File: config.mk
export PLATFORM = sky130hd
export DESIGN_NAME = multi_op_integer_alu_core
export DESIGN_NICKNAME = d
export VERILOG_FILES = /design/src/rtl/moia_pkg.sv /design/src/rtl/moia_mul.sv /design/src/rtl/moia_div.sv /design/src/rtl/multi_op_integer_alu_core.sv
export SDC_FILE = /design/constraint.sdc
export NUM_CORES = 2
export LEC_CHECK = 0
export BUFFER_PORTS_ARGS = -buffer_cell sky130_fd_sc_hd__buf_2
export CORE_MARGIN = 4
export CORE_UTILIZATION = 50
export CTS_CLUSTER_DIAMETER = 40
export DETAILED_ROUTE_END_ITERATION = 7
export GPL_ROUTABILITY_DRIVEN = 0
export PLACE_DENSITY_LB_ADDON = 0.2
export SLEW_MARGIN = 20
export SYNTH_ARGS = -nofsm -noshare
export SYNTH_HDL_FRONTEND = slang
export SYNTH_SLANG_ARGS = --single-unit
File: constraint.sdc
create_clock -name clk -period 8.87 [get_ports clk]
set_clock_uncertainty 0.15 [all_clocks]
set_input_delay 1.774 -clock clk [delete_from_list [all_inputs] [get_ports clk]]
set_output_delay 1.774 -clock clk [all_outputs]
set_load 0.02 [all_outputs]
File: src/rtl/moia_pkg.sv
// Package for the multi-operation integer ALU: opcodes, widths, multiplier request and response types.
// Depends on nothing.
`timescale 1ns / 1ps
package moia_pkg;
  localparam int DATA_W    = 64;
  localparam int FRAC_BITS = 32;

  typedef enum logic [3:0] {
    OP_ADD  = 4'd0,
    OP_SUB  = 4'd1,
    OP_MUL  = 4'd2,
    OP_DIV  = 4'd3,
    OP_FACT = 4'd4,
    OP_POW  = 4'd5,
    OP_AND  = 4'd6,
    OP_OR   = 4'd7,
    OP_XOR  = 4'd8
  } op_t;

  // Serial multiplier request: start pulse and the two factors.
  typedef struct packed {
    logic              go;
    logic [DATA_W-1:0] x;
    logic [DATA_W-1:0] y;
  } mul_req_t;

  typedef struct packed {
    logic              done;
    logic [DATA_W-1:0] p;
  } mul_rsp_t;
endpackage

File: src/rtl/moia_mul.sv
// Bit-serial shift-and-add multiplier, 64-bit product modulo 2^64.
// Depends on moia_pkg. One multiplier bit per cycle; stops early once the remaining multiplier bits are zero.
`timescale 1ns / 1ps
module moia_mul (
  input  logic               clk,
  input  logic               rst_n,
  input  moia_pkg::mul_req_t req,
  output moia_pkg::mul_rsp_t rsp
);
  import moia_pkg::*;

  logic [DATA_W-1:0] mcand_r, mcand_nxt, mplier_r, mplier_nxt, acc_r, acc_nxt;
  logic [6:0]        cnt_r, cnt_nxt;
  logic              run_r, run_nxt, done_r, done_nxt;

  always_comb begin
    mcand_nxt  = mcand_r;
    mplier_nxt = mplier_r;
    acc_nxt    = acc_r;
    cnt_nxt    = cnt_r;
    run_nxt    = run_r;
    done_nxt   = 1'b0;
    if (req.go) begin
      mcand_nxt  = req.x;
      mplier_nxt = req.y;
      acc_nxt    = '0;
      cnt_nxt    = 7'd0;
      run_nxt    = 1'b1;
    end else if (run_r) begin
      if (mplier_r[0]) acc_nxt = acc_r + mcand_r;
      mcand_nxt  = {mcand_r[DATA_W-2:0], 1'b0};
      mplier_nxt = {1'b0, mplier_r[DATA_W-1:1]};
      cnt_nxt    = cnt_r + 7'd1;
      if (cnt_r == 7'(DATA_W - 1) || mplier_nxt == '0) begin
        run_nxt  = 1'b0;
        done_nxt = 1'b1;
      end
    end
  end

  always_ff @(posedge clk) begin
    if (!rst_n) begin
      run_r  <= 1'b0;
      done_r <= 1'b0;
    end else begin
      run_r  <= run_nxt;
      done_r <= done_nxt;
    end
    mcand_r  <= mcand_nxt;
    mplier_r <= mplier_nxt;
    acc_r    <= acc_nxt;
    cnt_r    <= cnt_nxt;
  end

  assign rsp.done = done_r;
  assign rsp.p    = acc_r;
endmodule

File: src/rtl/moia_div.sv
// Restoring divider, one quotient bit per cycle, for the signed fixed-point divide.
// Depends on moia_pkg. Magnitudes in, unsigned 128-bit quotient out.
`timescale 1ns / 1ps
module moia_div (
  input  logic                           clk,
  input  logic                           rst_n,
  input  logic                           go,
  input  logic [moia_pkg::DATA_W-1:0]    num,
  input  logic [moia_pkg::DATA_W-1:0]    den,
  output logic                           done,
  output logic [2*moia_pkg::DATA_W-1:0]  quo
);
  import moia_pkg::*;

  logic [2*DATA_W-1:0] sh_r, sh_nxt;
  logic [DATA_W:0]     rem_r, rem_nxt, trial;
  logic [DATA_W-1:0]   den_r, den_nxt;
  logic [7:0]          cnt_r, cnt_nxt;
  logic                run_r, run_nxt, done_r, done_nxt;

  // The shift register holds numerator bits on top and quotient bits below.
  always_comb begin
    sh_nxt   = sh_r;
    rem_nxt  = rem_r;
    den_nxt  = den_r;
    cnt_nxt  = cnt_r;
    run_nxt  = run_r;
    done_nxt = 1'b0;
    trial    = '0;
    if (go) begin
      sh_nxt  = {{DATA_W{1'b0}}, num} << FRAC_BITS;
      rem_nxt = '0;
      den_nxt = den;
      cnt_nxt = '0;
      run_nxt = 1'b1;
    end else if (run_r) begin
      trial = {rem_r[DATA_W-1:0], sh_r[2*DATA_W-1]};
      if (trial >= {1'b0, den_r}) begin
        rem_nxt = trial - {1'b0, den_r};
        sh_nxt  = {sh_r[2*DATA_W-2:0], 1'b1};
      end else begin
        rem_nxt = trial;
        sh_nxt  = {sh_r[2*DATA_W-2:0], 1'b0};
      end
      cnt_nxt = cnt_r + 8'd1;
      if (cnt_r == 8'(2*DATA_W - 1)) begin
        run_nxt  = 1'b0;
        done_nxt = 1'b1;
      end
    end
  end

  always_ff @(posedge clk) begin
    if (!rst_n) begin
      run_r  <= 1'b0;
      done_r <= 1'b0;
    end else begin
      run_r  <= run_nxt;
      done_r <= done_nxt;
    end
    sh_r  <= sh_nxt;
    rem_r <= rem_nxt;
    den_r <= den_nxt;
    cnt_r <= cnt_nxt;
  end

  assign done = done_r;
  assign quo  = sh_r;
endmodule

File: src/rtl/multi_op_integer_alu_core.sv
// Top level of the multi-operation integer ALU: sequencer plus serial units.
// Depends on moia_pkg, moia_mul and moia_div.
`timescale 1ns / 1ps
// A request is taken when start is high and busy is low; the block then
// stays busy until it pulses out_valid for one cycle with the result. The
// receiver cannot stall, so the result must be captured in that cycle.
// Add, subtract and logic operations register the result when the request
// is taken and then pass through the output state. Multiply uses a
// bit-serial multiplier. Divide runs a restoring divider over 128 bits.
// Factorial runs up to 64 serial multiplies by a small factor. Power runs
// up to two multiplies per exponent bit. Multiply, factorial and power
// share the one multiplier.
module multi_op_integer_alu_core (
  input  logic                        clk,
  input  logic                        rst_n,
  input  logic                        start,
  output logic                        busy,
  input  logic [3:0]                  in_mode,
  input  logic signed [moia_pkg::DATA_W-1:0] in_operand_a,
  input  logic signed [moia_pkg::DATA_W-1:0] in_operand_b,
  output logic                        out_valid,
  output logic signed [moia_pkg::DATA_W-1:0] out_result,
  output logic                        out_divide_by_zero,
  output logic                        out_saturated
);
  import moia_pkg::*;

  typedef enum logic [6:0] {
    S_IDLE = 7'b0000001,
    S_MUL  = 7'b0000010,
    S_DIV  = 7'b0000100,
    S_FACT = 7'b0001000,
    S_PACC = 7'b0010000,
    S_PSQR = 7'b0100000,
    S_OUT  = 7'b1000000
  } state_t;

  state_t            st_r, st_nxt;
  logic [DATA_W-1:0] a_r, a_nxt, b_r, b_nxt, acc_r, acc_nxt;
  logic [DATA_W-1:0] res_r, res_nxt;
  logic [6:0]        k_r, k_nxt;
  logic              neg_r, neg_nxt, dz_r, dz_nxt, sat_r, sat_nxt, vld_r, vld_nxt;
  mul_req_t          mreq;
  mul_rsp_t          mrsp;
  logic              dgo, ddone;
  logic [2*DATA_W-1:0] dquo;
  logic [DATA_W-1:0] ua, ub, lim;
  logic              take;

  moia_mul u_mul (.clk(clk), .rst_n(rst_n), .req(mreq), .rsp(mrsp));
  moia_div u_div (.clk(clk), .rst_n(rst_n), .go(dgo), .num(ua), .den(ub),
                  .done(ddone), .quo(dquo));

  assign take = start && (st_r == S_IDLE);
  assign ua   = in_operand_a[DATA_W-1] ? (~in_operand_a + 1'b1) : in_operand_a;
  assign ub   = in_operand_b[DATA_W-1] ? (~in_operand_b + 1'b1) : in_operand_b;
  assign lim  = neg_r ? {1'b1, {(DATA_W-1){1'b0}}} : {1'b0, {(DATA_W-1){1'b1}}};

  always_comb begin
    st_nxt   = st_r;
    a_nxt    = a_r;
    b_nxt    = b_r;
    acc_nxt  = acc_r;
    res_nxt  = res_r;
    k_nxt    = k_r;
    neg_nxt  = neg_r;
    dz_nxt   = dz_r;
    sat_nxt  = sat_r;
    vld_nxt  = 1'b0;
    mreq     = '0;
    dgo      = 1'b0;
    unique case (st_r)
      S_IDLE: begin
        if (take) begin
          a_nxt    = in_operand_a;
          b_nxt    = in_operand_b;
          dz_nxt   = 1'b0;
          sat_nxt  = 1'b0;
          neg_nxt  = in_operand_a[DATA_W-1] ^ in_operand_b[DATA_W-1];
          st_nxt   = S_OUT;
          case (in_mode)
            OP_ADD: res_nxt = in_operand_a + in_operand_b;
            OP_SUB: res_nxt = in_operand_a - in_operand_b;
            OP_AND: res_nxt = in_operand_a & in_operand_b;
            OP_OR:  res_nxt = in_operand_a | in_operand_b;
            OP_XOR: res_nxt = in_operand_a ^ in_operand_b;
            OP_MUL: begin
              mreq   = '{go: 1'b1, x: in_operand_a, y: in_operand_b};
              st_nxt = S_MUL;
            end
            OP_DIV: begin
              if (in_operand_b == '0) begin
                res_nxt = '0;
                dz_nxt  = 1'b1;
              end else begin
                dgo    = 1'b1;
                st_nxt = S_DIV;
              end
            end
            OP_FACT: begin
              // Non-positive gives 1; 66 or more wraps to 0.
              if (in_operand_a[DATA_W-1] || in_operand_a < 64'sd2) begin
                res_nxt = 64'd1;
              end else if (in_operand_a >= 64'sd66) begin
                res_nxt = '0;
              end else begin
                acc_nxt = 64'd1;
                k_nxt   = 7'd2;
                mreq    = '{go: 1'b1, x: 64'd1, y: 64'd2};
                st_nxt  = S_FACT;
              end
            end
            OP_POW: begin
              if (in_operand_b[DATA_W-1] || in_operand_b == '0) begin
                res_nxt = 64'd1;
              end else begin
                acc_nxt = 64'd1;
                mreq    = '{go: 1'b1, x: 64'd1,
                            y: in_operand_b[0] ? in_operand_a : 64'd1};
                st_nxt  = S_PACC;
              end
            end
            default: res_nxt = '0;
          endcase
        end
      end
      S_MUL: begin
        if (mrsp.done) begin
          res_nxt = mrsp.p;
          st_nxt  = S_OUT;
        end
      end
      S_DIV: begin
        if (ddone) begin
          if (dquo[2*DATA_W-1:DATA_W] != '0 || dquo[DATA_W-1:0] > lim) begin
            sat_nxt = 1'b1;
            res_nxt = lim;
          end else begin
            res_nxt = neg_r ? (~dquo[DATA_W-1:0] + 1'b1) : dquo[DATA_W-1:0];
          end
          st_nxt = S_OUT;
        end
      end
      S_FACT: begin
        if (mrsp.done) begin
          if ({57'd0, k_r} == a_r) begin
            res_nxt = mrsp.p;
            st_nxt  = S_OUT;
          end else begin
            k_nxt = k_r + 7'd1;
            mreq  = '{go: 1'b1, x: mrsp.p, y: {57'd0, k_r + 7'd1}};
          end
        end
      end
      // Multiply accumulator by base when the exponent bit is set.
      S_PACC: begin
        if (mrsp.done) begin
          acc_nxt = mrsp.p;
          b_nxt   = {1'b0, b_r[DATA_W-1:1]};
          if (b_nxt == '0) begin
            res_nxt = mrsp.p;
            st_nxt  = S_OUT;
          end else begin
            mreq   = '{go: 1'b1, x: a_r, y: a_r};
            st_nxt = S_PSQR;
          end
        end
      end
      S_PSQR: begin
        if (mrsp.done) begin
          a_nxt  = mrsp.p;
          mreq   = '{go: 1'b1, x: acc_r, y: b_r[0] ? mrsp.p : 64'd1};
          st_nxt = S_PACC;
        end
      end
      S_OUT: begin
        vld_nxt = 1'b1;
        st_nxt  = S_IDLE;
      end
      default: st_nxt = S_IDLE;
    endcase
  end

  always_ff @(posedge clk) begin
    if (!rst_n) begin
      st_r  <= S_IDLE;
      vld_r <= 1'b0;
    end else begin
      st_r  <= st_nxt;
      vld_r <= vld_nxt;
    end
    a_r    <= a_nxt;
    b_r    <= b_nxt;
    acc_r  <= acc_nxt;
    res_r  <= res_nxt;
    k_r    <= k_nxt;
    neg_r  <= neg_nxt;
    dz_r   <= dz_nxt;
    sat_r  <= sat_nxt;
  end

  assign busy               = (st_r != S_IDLE);
  assign out_valid          = vld_r;
  assign out_result         = res_r;
  assign out_divide_by_zero = dz_r;
  assign out_saturated      = sat_r;
endmodule

# Word-level counts from Yosys, hierarchy flattened
# Index checks and enable logic that the tools add are counted.
[word_totals]
wordCells = 205
register_bits = 741
inputBits = 135
output_inout_bits = 68
[classes]
n_addsub = 10
order_cmp = 4
mux = 89
bitwise = 10
reduce_logical = 28
n_eq_ne = 40
[op_table]
columns = ["op", "count"]
rows = [
  ["$mux 64", 29],
  ["$mux 129", 9],
  ["$pmux 64 s9", 1],
  ["$pmux 129 s4", 1],
  ["$pmux 64 s2", 4],
  ["$pmux 129 s3", 1],
  ["$pmux 64 s5", 1],
  ["$add 64x1->64 const B", 3],
  ["$mux 96", 2],
  ["$not 64->64", 3],
  ["$add 64x64->64", 2],
  ["$sub 64x64->64", 2],
  ["$logic_not 63->1", 2],
  ["$mux 7", 18],
  ["$ge 65x64->1", 1],
  ["$and 64x64->64", 1],
  ["$eq 7x64->1", 1],
  ["$ge 64x8->1 const B", 1],
  ["$gt 64x64->1", 1],
  ["$logic_not 64->1", 1],
  ["$lt 64x3->1 const B", 1],
  ["$or 64x64->64", 1],
  ["$reduce_bool 64->1", 1],
  ["$xor 64x64->64", 1],
  ["other kinds (39)", 93],
]

# Logic depth before layout (Yosys ltp)
[logic_depth]
ltp_word = 7
depth_mapped = 22
ltp_nobuf = 22

# Cells and area by module
# A second synthesis with hierarchy kept.
[hier_totals]
cells_unflattened = 6031
hier_area_um2 = 54493.5
[by_module_without_submodules]
columns = ["module", "seq_area_each_um2", "cells_per_inst", "instances", "area_each_um2"]
rows = [
  ["multi_op_integer_alu_core", 8147.8, 3493, 1, 29027.8],
  ["moia_div", 6606.3, 1428, 1, 13825.8],
  ["moia_mul", 5305.1, 1110, 1, 11639.9],
]

# Least setup slack after synthesis
# No wires, ideal clock.
[synth_path]
kind = "input-to-reg"
from = "input port in_operand_b[1] (netlist bit)"
to = "register u_mul.mcand_r[0], enable pin"
cell_stages = 13
required_time_ns = 7.598
setup_time_ns = 1.122
arrival_ns = 6.477
n_path_buf = 2
slack_ns = 1.122
cell_sequence = "inv_1 > ha_1 > nand2b_1 > or4_1 > nor4_2 > and3_1 > or4_1 > nand2_1 > nor2_1 > o21a_1 > clkbuf_1 > buf_2 > nand2_1"
[synth_between]
elab_chain_len = 7
[synth_rtl]
columns = ["element", "line", "rtl"]
rows = [
  ["start: declaration", "multi_op_integer_alu_core.sv:20", "input logic signed [moia_pkg::DATA_W-1:0] in_operand_b,"],
  ["$logic_not 64->1", "multi_op_integer_alu_core.sv:114", "if (in_operand_b[DATA_W-1] || in_operand_b == '0) begin"],
  ["$logic_or 1x1->1", "multi_op_integer_alu_core.sv:114", ""],
  ["$mux 129", "multi_op_integer_alu_core.sv:114", ""],
  ["$pmux 129 s3", "multi_op_integer_alu_core.sv:81", "case (in_mode)"],
  ["$mux 129", "multi_op_integer_alu_core.sv:74", "if (take) begin"],
  ["$pmux 129 s4", "multi_op_integer_alu_core.sv:72", "unique case (st_r)"],
  ["$reduce_bool 2->1 (no line)", "n/a", ""],
  ["end signal: assignment", "moia_mul.sv:49", "mcand_r <= mcand_nxt;"],
  ["end: declaration", "moia_mul.sv:12", "logic [DATA_W-1:0] mcand_r, mcand_nxt, mplier_r, mplier_nxt, acc_r, acc_nxt;"],
]
# No other way between the ends.
# A chain may end at the register's enable or synchronous reset.

# Final worst setup path
[layout_path]
from = "input port in_operand_b[0] (netlist bit)"
to = "register res_r[62] (netlist: out_result[62]) (data pin)"
[layout_between]
elab_chain_len = 4
word_cells_on_any_way = 5
cone_classes = "2 x add/sub; 3 x mux"
[layout_rtl]
columns = ["element", "line", "rtl"]
rows = [
  ["$sub 64x64->64 or $add 64x64->64 (tied branches)", "multi_op_integer_alu_core.sv:83, multi_op_integer_alu_core.sv:82", ""],
  ["$pmux 64 s9 (*)", "multi_op_integer_alu_core.sv:81", ""],
  ["$mux 64 (*)", "multi_op_integer_alu_core.sv:74", ""],
  ["$pmux 64 s5 (*)", "multi_op_integer_alu_core.sv:72", ""],
  ["via res_nxt[62]", "multi_op_integer_alu_core.sv:40", "logic [DATA_W-1:0] res_r, res_nxt;"],
  ["end signal: assignment", "multi_op_integer_alu_core.sv:195", "res_r <= res_nxt;"],
  ["end: declaration", "multi_op_integer_alu_core.sv:40", ""],
]
# Mark *: on every way through the listed nets, which the timed path passes. The rest lies on a longest branch. The select of a mux whose other input is x is not followed.

==> metrics.cfg <==
[critical_path]
endpoint_kind = register
r2r_slack_ns = 2.57
regToRegEndpoint = out_result[23]
cp.arrival_ns = 7.75
start_kind = input pin
r2r_cells = 13
crit_type = input pin to register
critPathRequiredTime_ns = 9.18
worst-path-max-fanout = 6
reg2reg_from = neg_r

[routing]
dr.pass1.iters = 8
antenna_left = 0
wirelength_um = 205400
viasPerCell = 6.668
routedWlPerCell_um = 26.60
drtIter0Drc = 7821
drc = 11
vias = 51470

[floorplan]
coreArea_um2 = 106900
rows = 120
die_x_um = 336.0
ios = 203
die_area_um2 = 112900
die_h_um = 336.0
initial_core_util_pct = 50.31

[sta]
relSlewSlack_pct = 23.74
setup_viol = 0
drv_slew = 0
rsz0062_at_grt = false
worstMarginPinSlew_ns = 1.135
max_clock_freq_ghz = 0.1344
setup_tns_ns = 0
fin_crit_sh_pct = 83.89
period_needed_ns = 7.441
hold_viol = 0

[final_layout]
nFillCells = 9641
fin_area_um2 = 60600
layout.nets = 6707
drive_gt1_share_pct = 9.360
final_core_util_pct = 56.68
largest_reg_flops = 128
syn2layout_area_growth_pct = 12.66

[synth]
syn_area_um2 = 53790
ys_types = 88
synth_nets = 6688
syn_area_per_cell_um2 = 8.729
synth_ff_type = edfxtp_1
synth_edf_count = 522
syn_inst = 6162
yosysWarnings = 0
synth_seq_cells = 741
async_reset_ff_share_pct = 0
yosysSeqAreaShare_pct = 37.29

[power]
power_density_nw_per_um2 = 266.3
leakagePower_nw = 23.58
peakVddDrop_mv = 0.1847

[outcome]
status = finished, violations left
violations = design-rule violations

[cts]
clock_path_buffers = 3
clk-insertion-delay-late_ns = 0.75
cts_tree = done
numCtsBuffers = 135
cts_num_sinks = 741
postCtsSetupRepairBufs = 0
post_cts_resized = 0
cts_root_buf = clkbuf_16
clkSlewWorstSetupHoldPaths_ns = 0.06
h-tree-depth = 4
cts_hold_buf = 0

[global_routing]
grt_usage_pct = 34.93
antenna_found_initial = 33
grt_start_max_net_pins = 112
grt-ovfl-total = 0
grt_pass1_wl_um = 298500
grt_pass1_vias = 47070

[worst_hold_path]
hold_start = u_div.rem_r[55]
hold_end = u_div.rem_r[55]
hold_depth = 2
hold_path_class = register to register

[place]
io_buffers = 202
placed_cell_area_um2 = 55810
dp_hpwl_um = 154100

[flow_run]
drv_cap = 0

## cell families (layout without fill, tap and decap cells)
family,Yosys count,after routing,share of synthesized area [%]
AOI/OAI and AO/OA,1802,1802,22.02
DFF,741,741,37.29
adders and majority gates,391,391,9.137
other,0,23,0
and+or+nand+nor,2066,2066,18.26
xor gates and xnor gates,375,375,6.106
muxes,139,139,2.601
buffers and inverters,648,779,4.573
## per-layer routing
| metal | track usage [%] | routed length (um) |
|---|---|---|
| met4 | 20.36 | 13830 |
| met2 | 50.70 | 84540 |
| met5 | 0 | 105 |
| met1 | 46.57 | 78770 |
| met3 | 9.844 | 28120 |
## layout by cell type (no fill, tap or decap), types with 27 or more instances in the layout
master	Yosys	final
nor2_1	451	443
and3_1	30	27
mux2i_1	133	133
buf_4	0	63
a22oi_1	157	157
dfxtp_1	219	218
nand2_1	723	719
o21ai_0	504	503
ha_1	388	388
xor2_1	95	95
or4_1	29	29
buf_2	22	202
edfxtp_1	522	522
a21o_1	143	143
a221o_1	30	30
a221oi_1	72	72
or3_1	45	44
xnor2_1	280	280
inv_1	260	260
o21bai_1	27	27
nor3_1	112	109
nor2b_1	35	35
nand2b_1	33	33
a31oi_1	39	39
o211ai_1	94	94
a222oi_1	74	74
a21oi_1	348	346
nor4_1	99	93
clkbuf_16	0	139
nand4_1	106	106
o31ai_1	61	61
o21a_1	44	41
nand3_1	233	231
and2_1	86	84
a211oi_1	64	64
## how the worst max path moves through the flow
stage               startpoint  depth (start not counted)  slack, ns               end
2_1_floorplan  in_operand_b[1]                         13       1.12  u_mul.mcand_r[0]
3_3_place_gp   in_operand_b[0]                         20       0.95    out_result[62]
3_5_place_dp   in_operand_b[0]                         20       0.84    out_result[62]
4_1_cts        in_operand_b[0]                         20       1.60    out_result[62]
5_1_grt        in_operand_b[0]                         20       1.29    out_result[62]
6_report       in_operand_b[0]                         20       1.43    out_result[62]
## synth_stat cells (95+ instances only)
| master | n | share of area, % |
|---|---|---|
| xnor2_1 | 280 | 4.6 |
| dfxtp_1 | 219 | 8.2 |
| nand4_1 | 106 | 1.2 |
| a22oi_1 | 157 | 2.2 |
| nand3_1 | 233 | 2.2 |
| edfxtp_1 | 522 | 29 |
| nor2_1 | 451 | 3.1 |
| a21o_1 | 143 | 2.0 |
| inv_1 | 260 | 1.8 |
| ha_1 | 388 | 9.0 |
| a21oi_1 | 348 | 3.2 |
| o21ai_0 | 504 | 4.7 |
| nor4_1 | 99 | 1.2 |
| xor2_1 | 95 | 1.5 |
| mux2i_1 | 133 | 2.5 |
| nor3_1 | 112 | 1.0 |
| clkbuf_1 | 347 | 2.4 |
| nand2_1 | 723 | 5.0 |
## area by class of cell
| class | instances | area, um^2 | share of cell area (%) |
|---|---|---|---|
| tap | 1403 | 1755 | 2.897 |
| timing repair buffer | 267 | 1524 | 2.515 |
| multi-input combinational | 4773 | 31480 | 51.95 |
| sequential | 741 | 20060 | 33.11 |
| clock inverter | 97 | 1190 | 1.964 |
| inverter | 263 | 987.2 | 1.629 |
| clock buffer | 152 | 3537 | 5.837 |
| antenna | 23 | 57.56 | 0.09498 |
## worst max-delay path, cell delays in order
cell      delay, ns
buf_2          0.21
or3_1          0.43
or4_1          0.54
or2_2          0.34
nor3_1         0.40
nand2_1        0.28
o31ai_1        0.31
xnor2_1        0.12
ha_1           0.39
and3_1         0.23
nand2_1        0.08
or2_2          0.31
a211oi_1       0.19
nor4_1         0.14
o31a_1         0.37
o211a_1        0.32
o21ai_1        0.47
a21oi_1        0.22
and4_1         0.26
or3_1          0.34
## through the flow
step / setup WS, ns / total power, mW / hold slack (ns) / cells
2_1_floorplan: 1.122 / 8.895 / 0.2932 / 6162
3_3_place_gp: 0.9526 / 10.47 / 0.3225 / 7447
3_5_place_dp: 0.8400 / 10.57 / 0.3286 / 7447
4_1_cts: 1.605 / 16.01 / 0.3350 / 7696
5_1_grt: 1.288 / 16.90 / 0.3635 / 7709
6_report: 1.429 / 16.13 / 0.3380 / 7719
## power by group
group	internal, mW	leakage (nW)	switching (mW)
sequential	4.56	6.73	1.01
combinational	1.97	14.6	3.17
clock	3.41	2.29	2.01
Note: power is estimated with default switching activity, not from simulation.
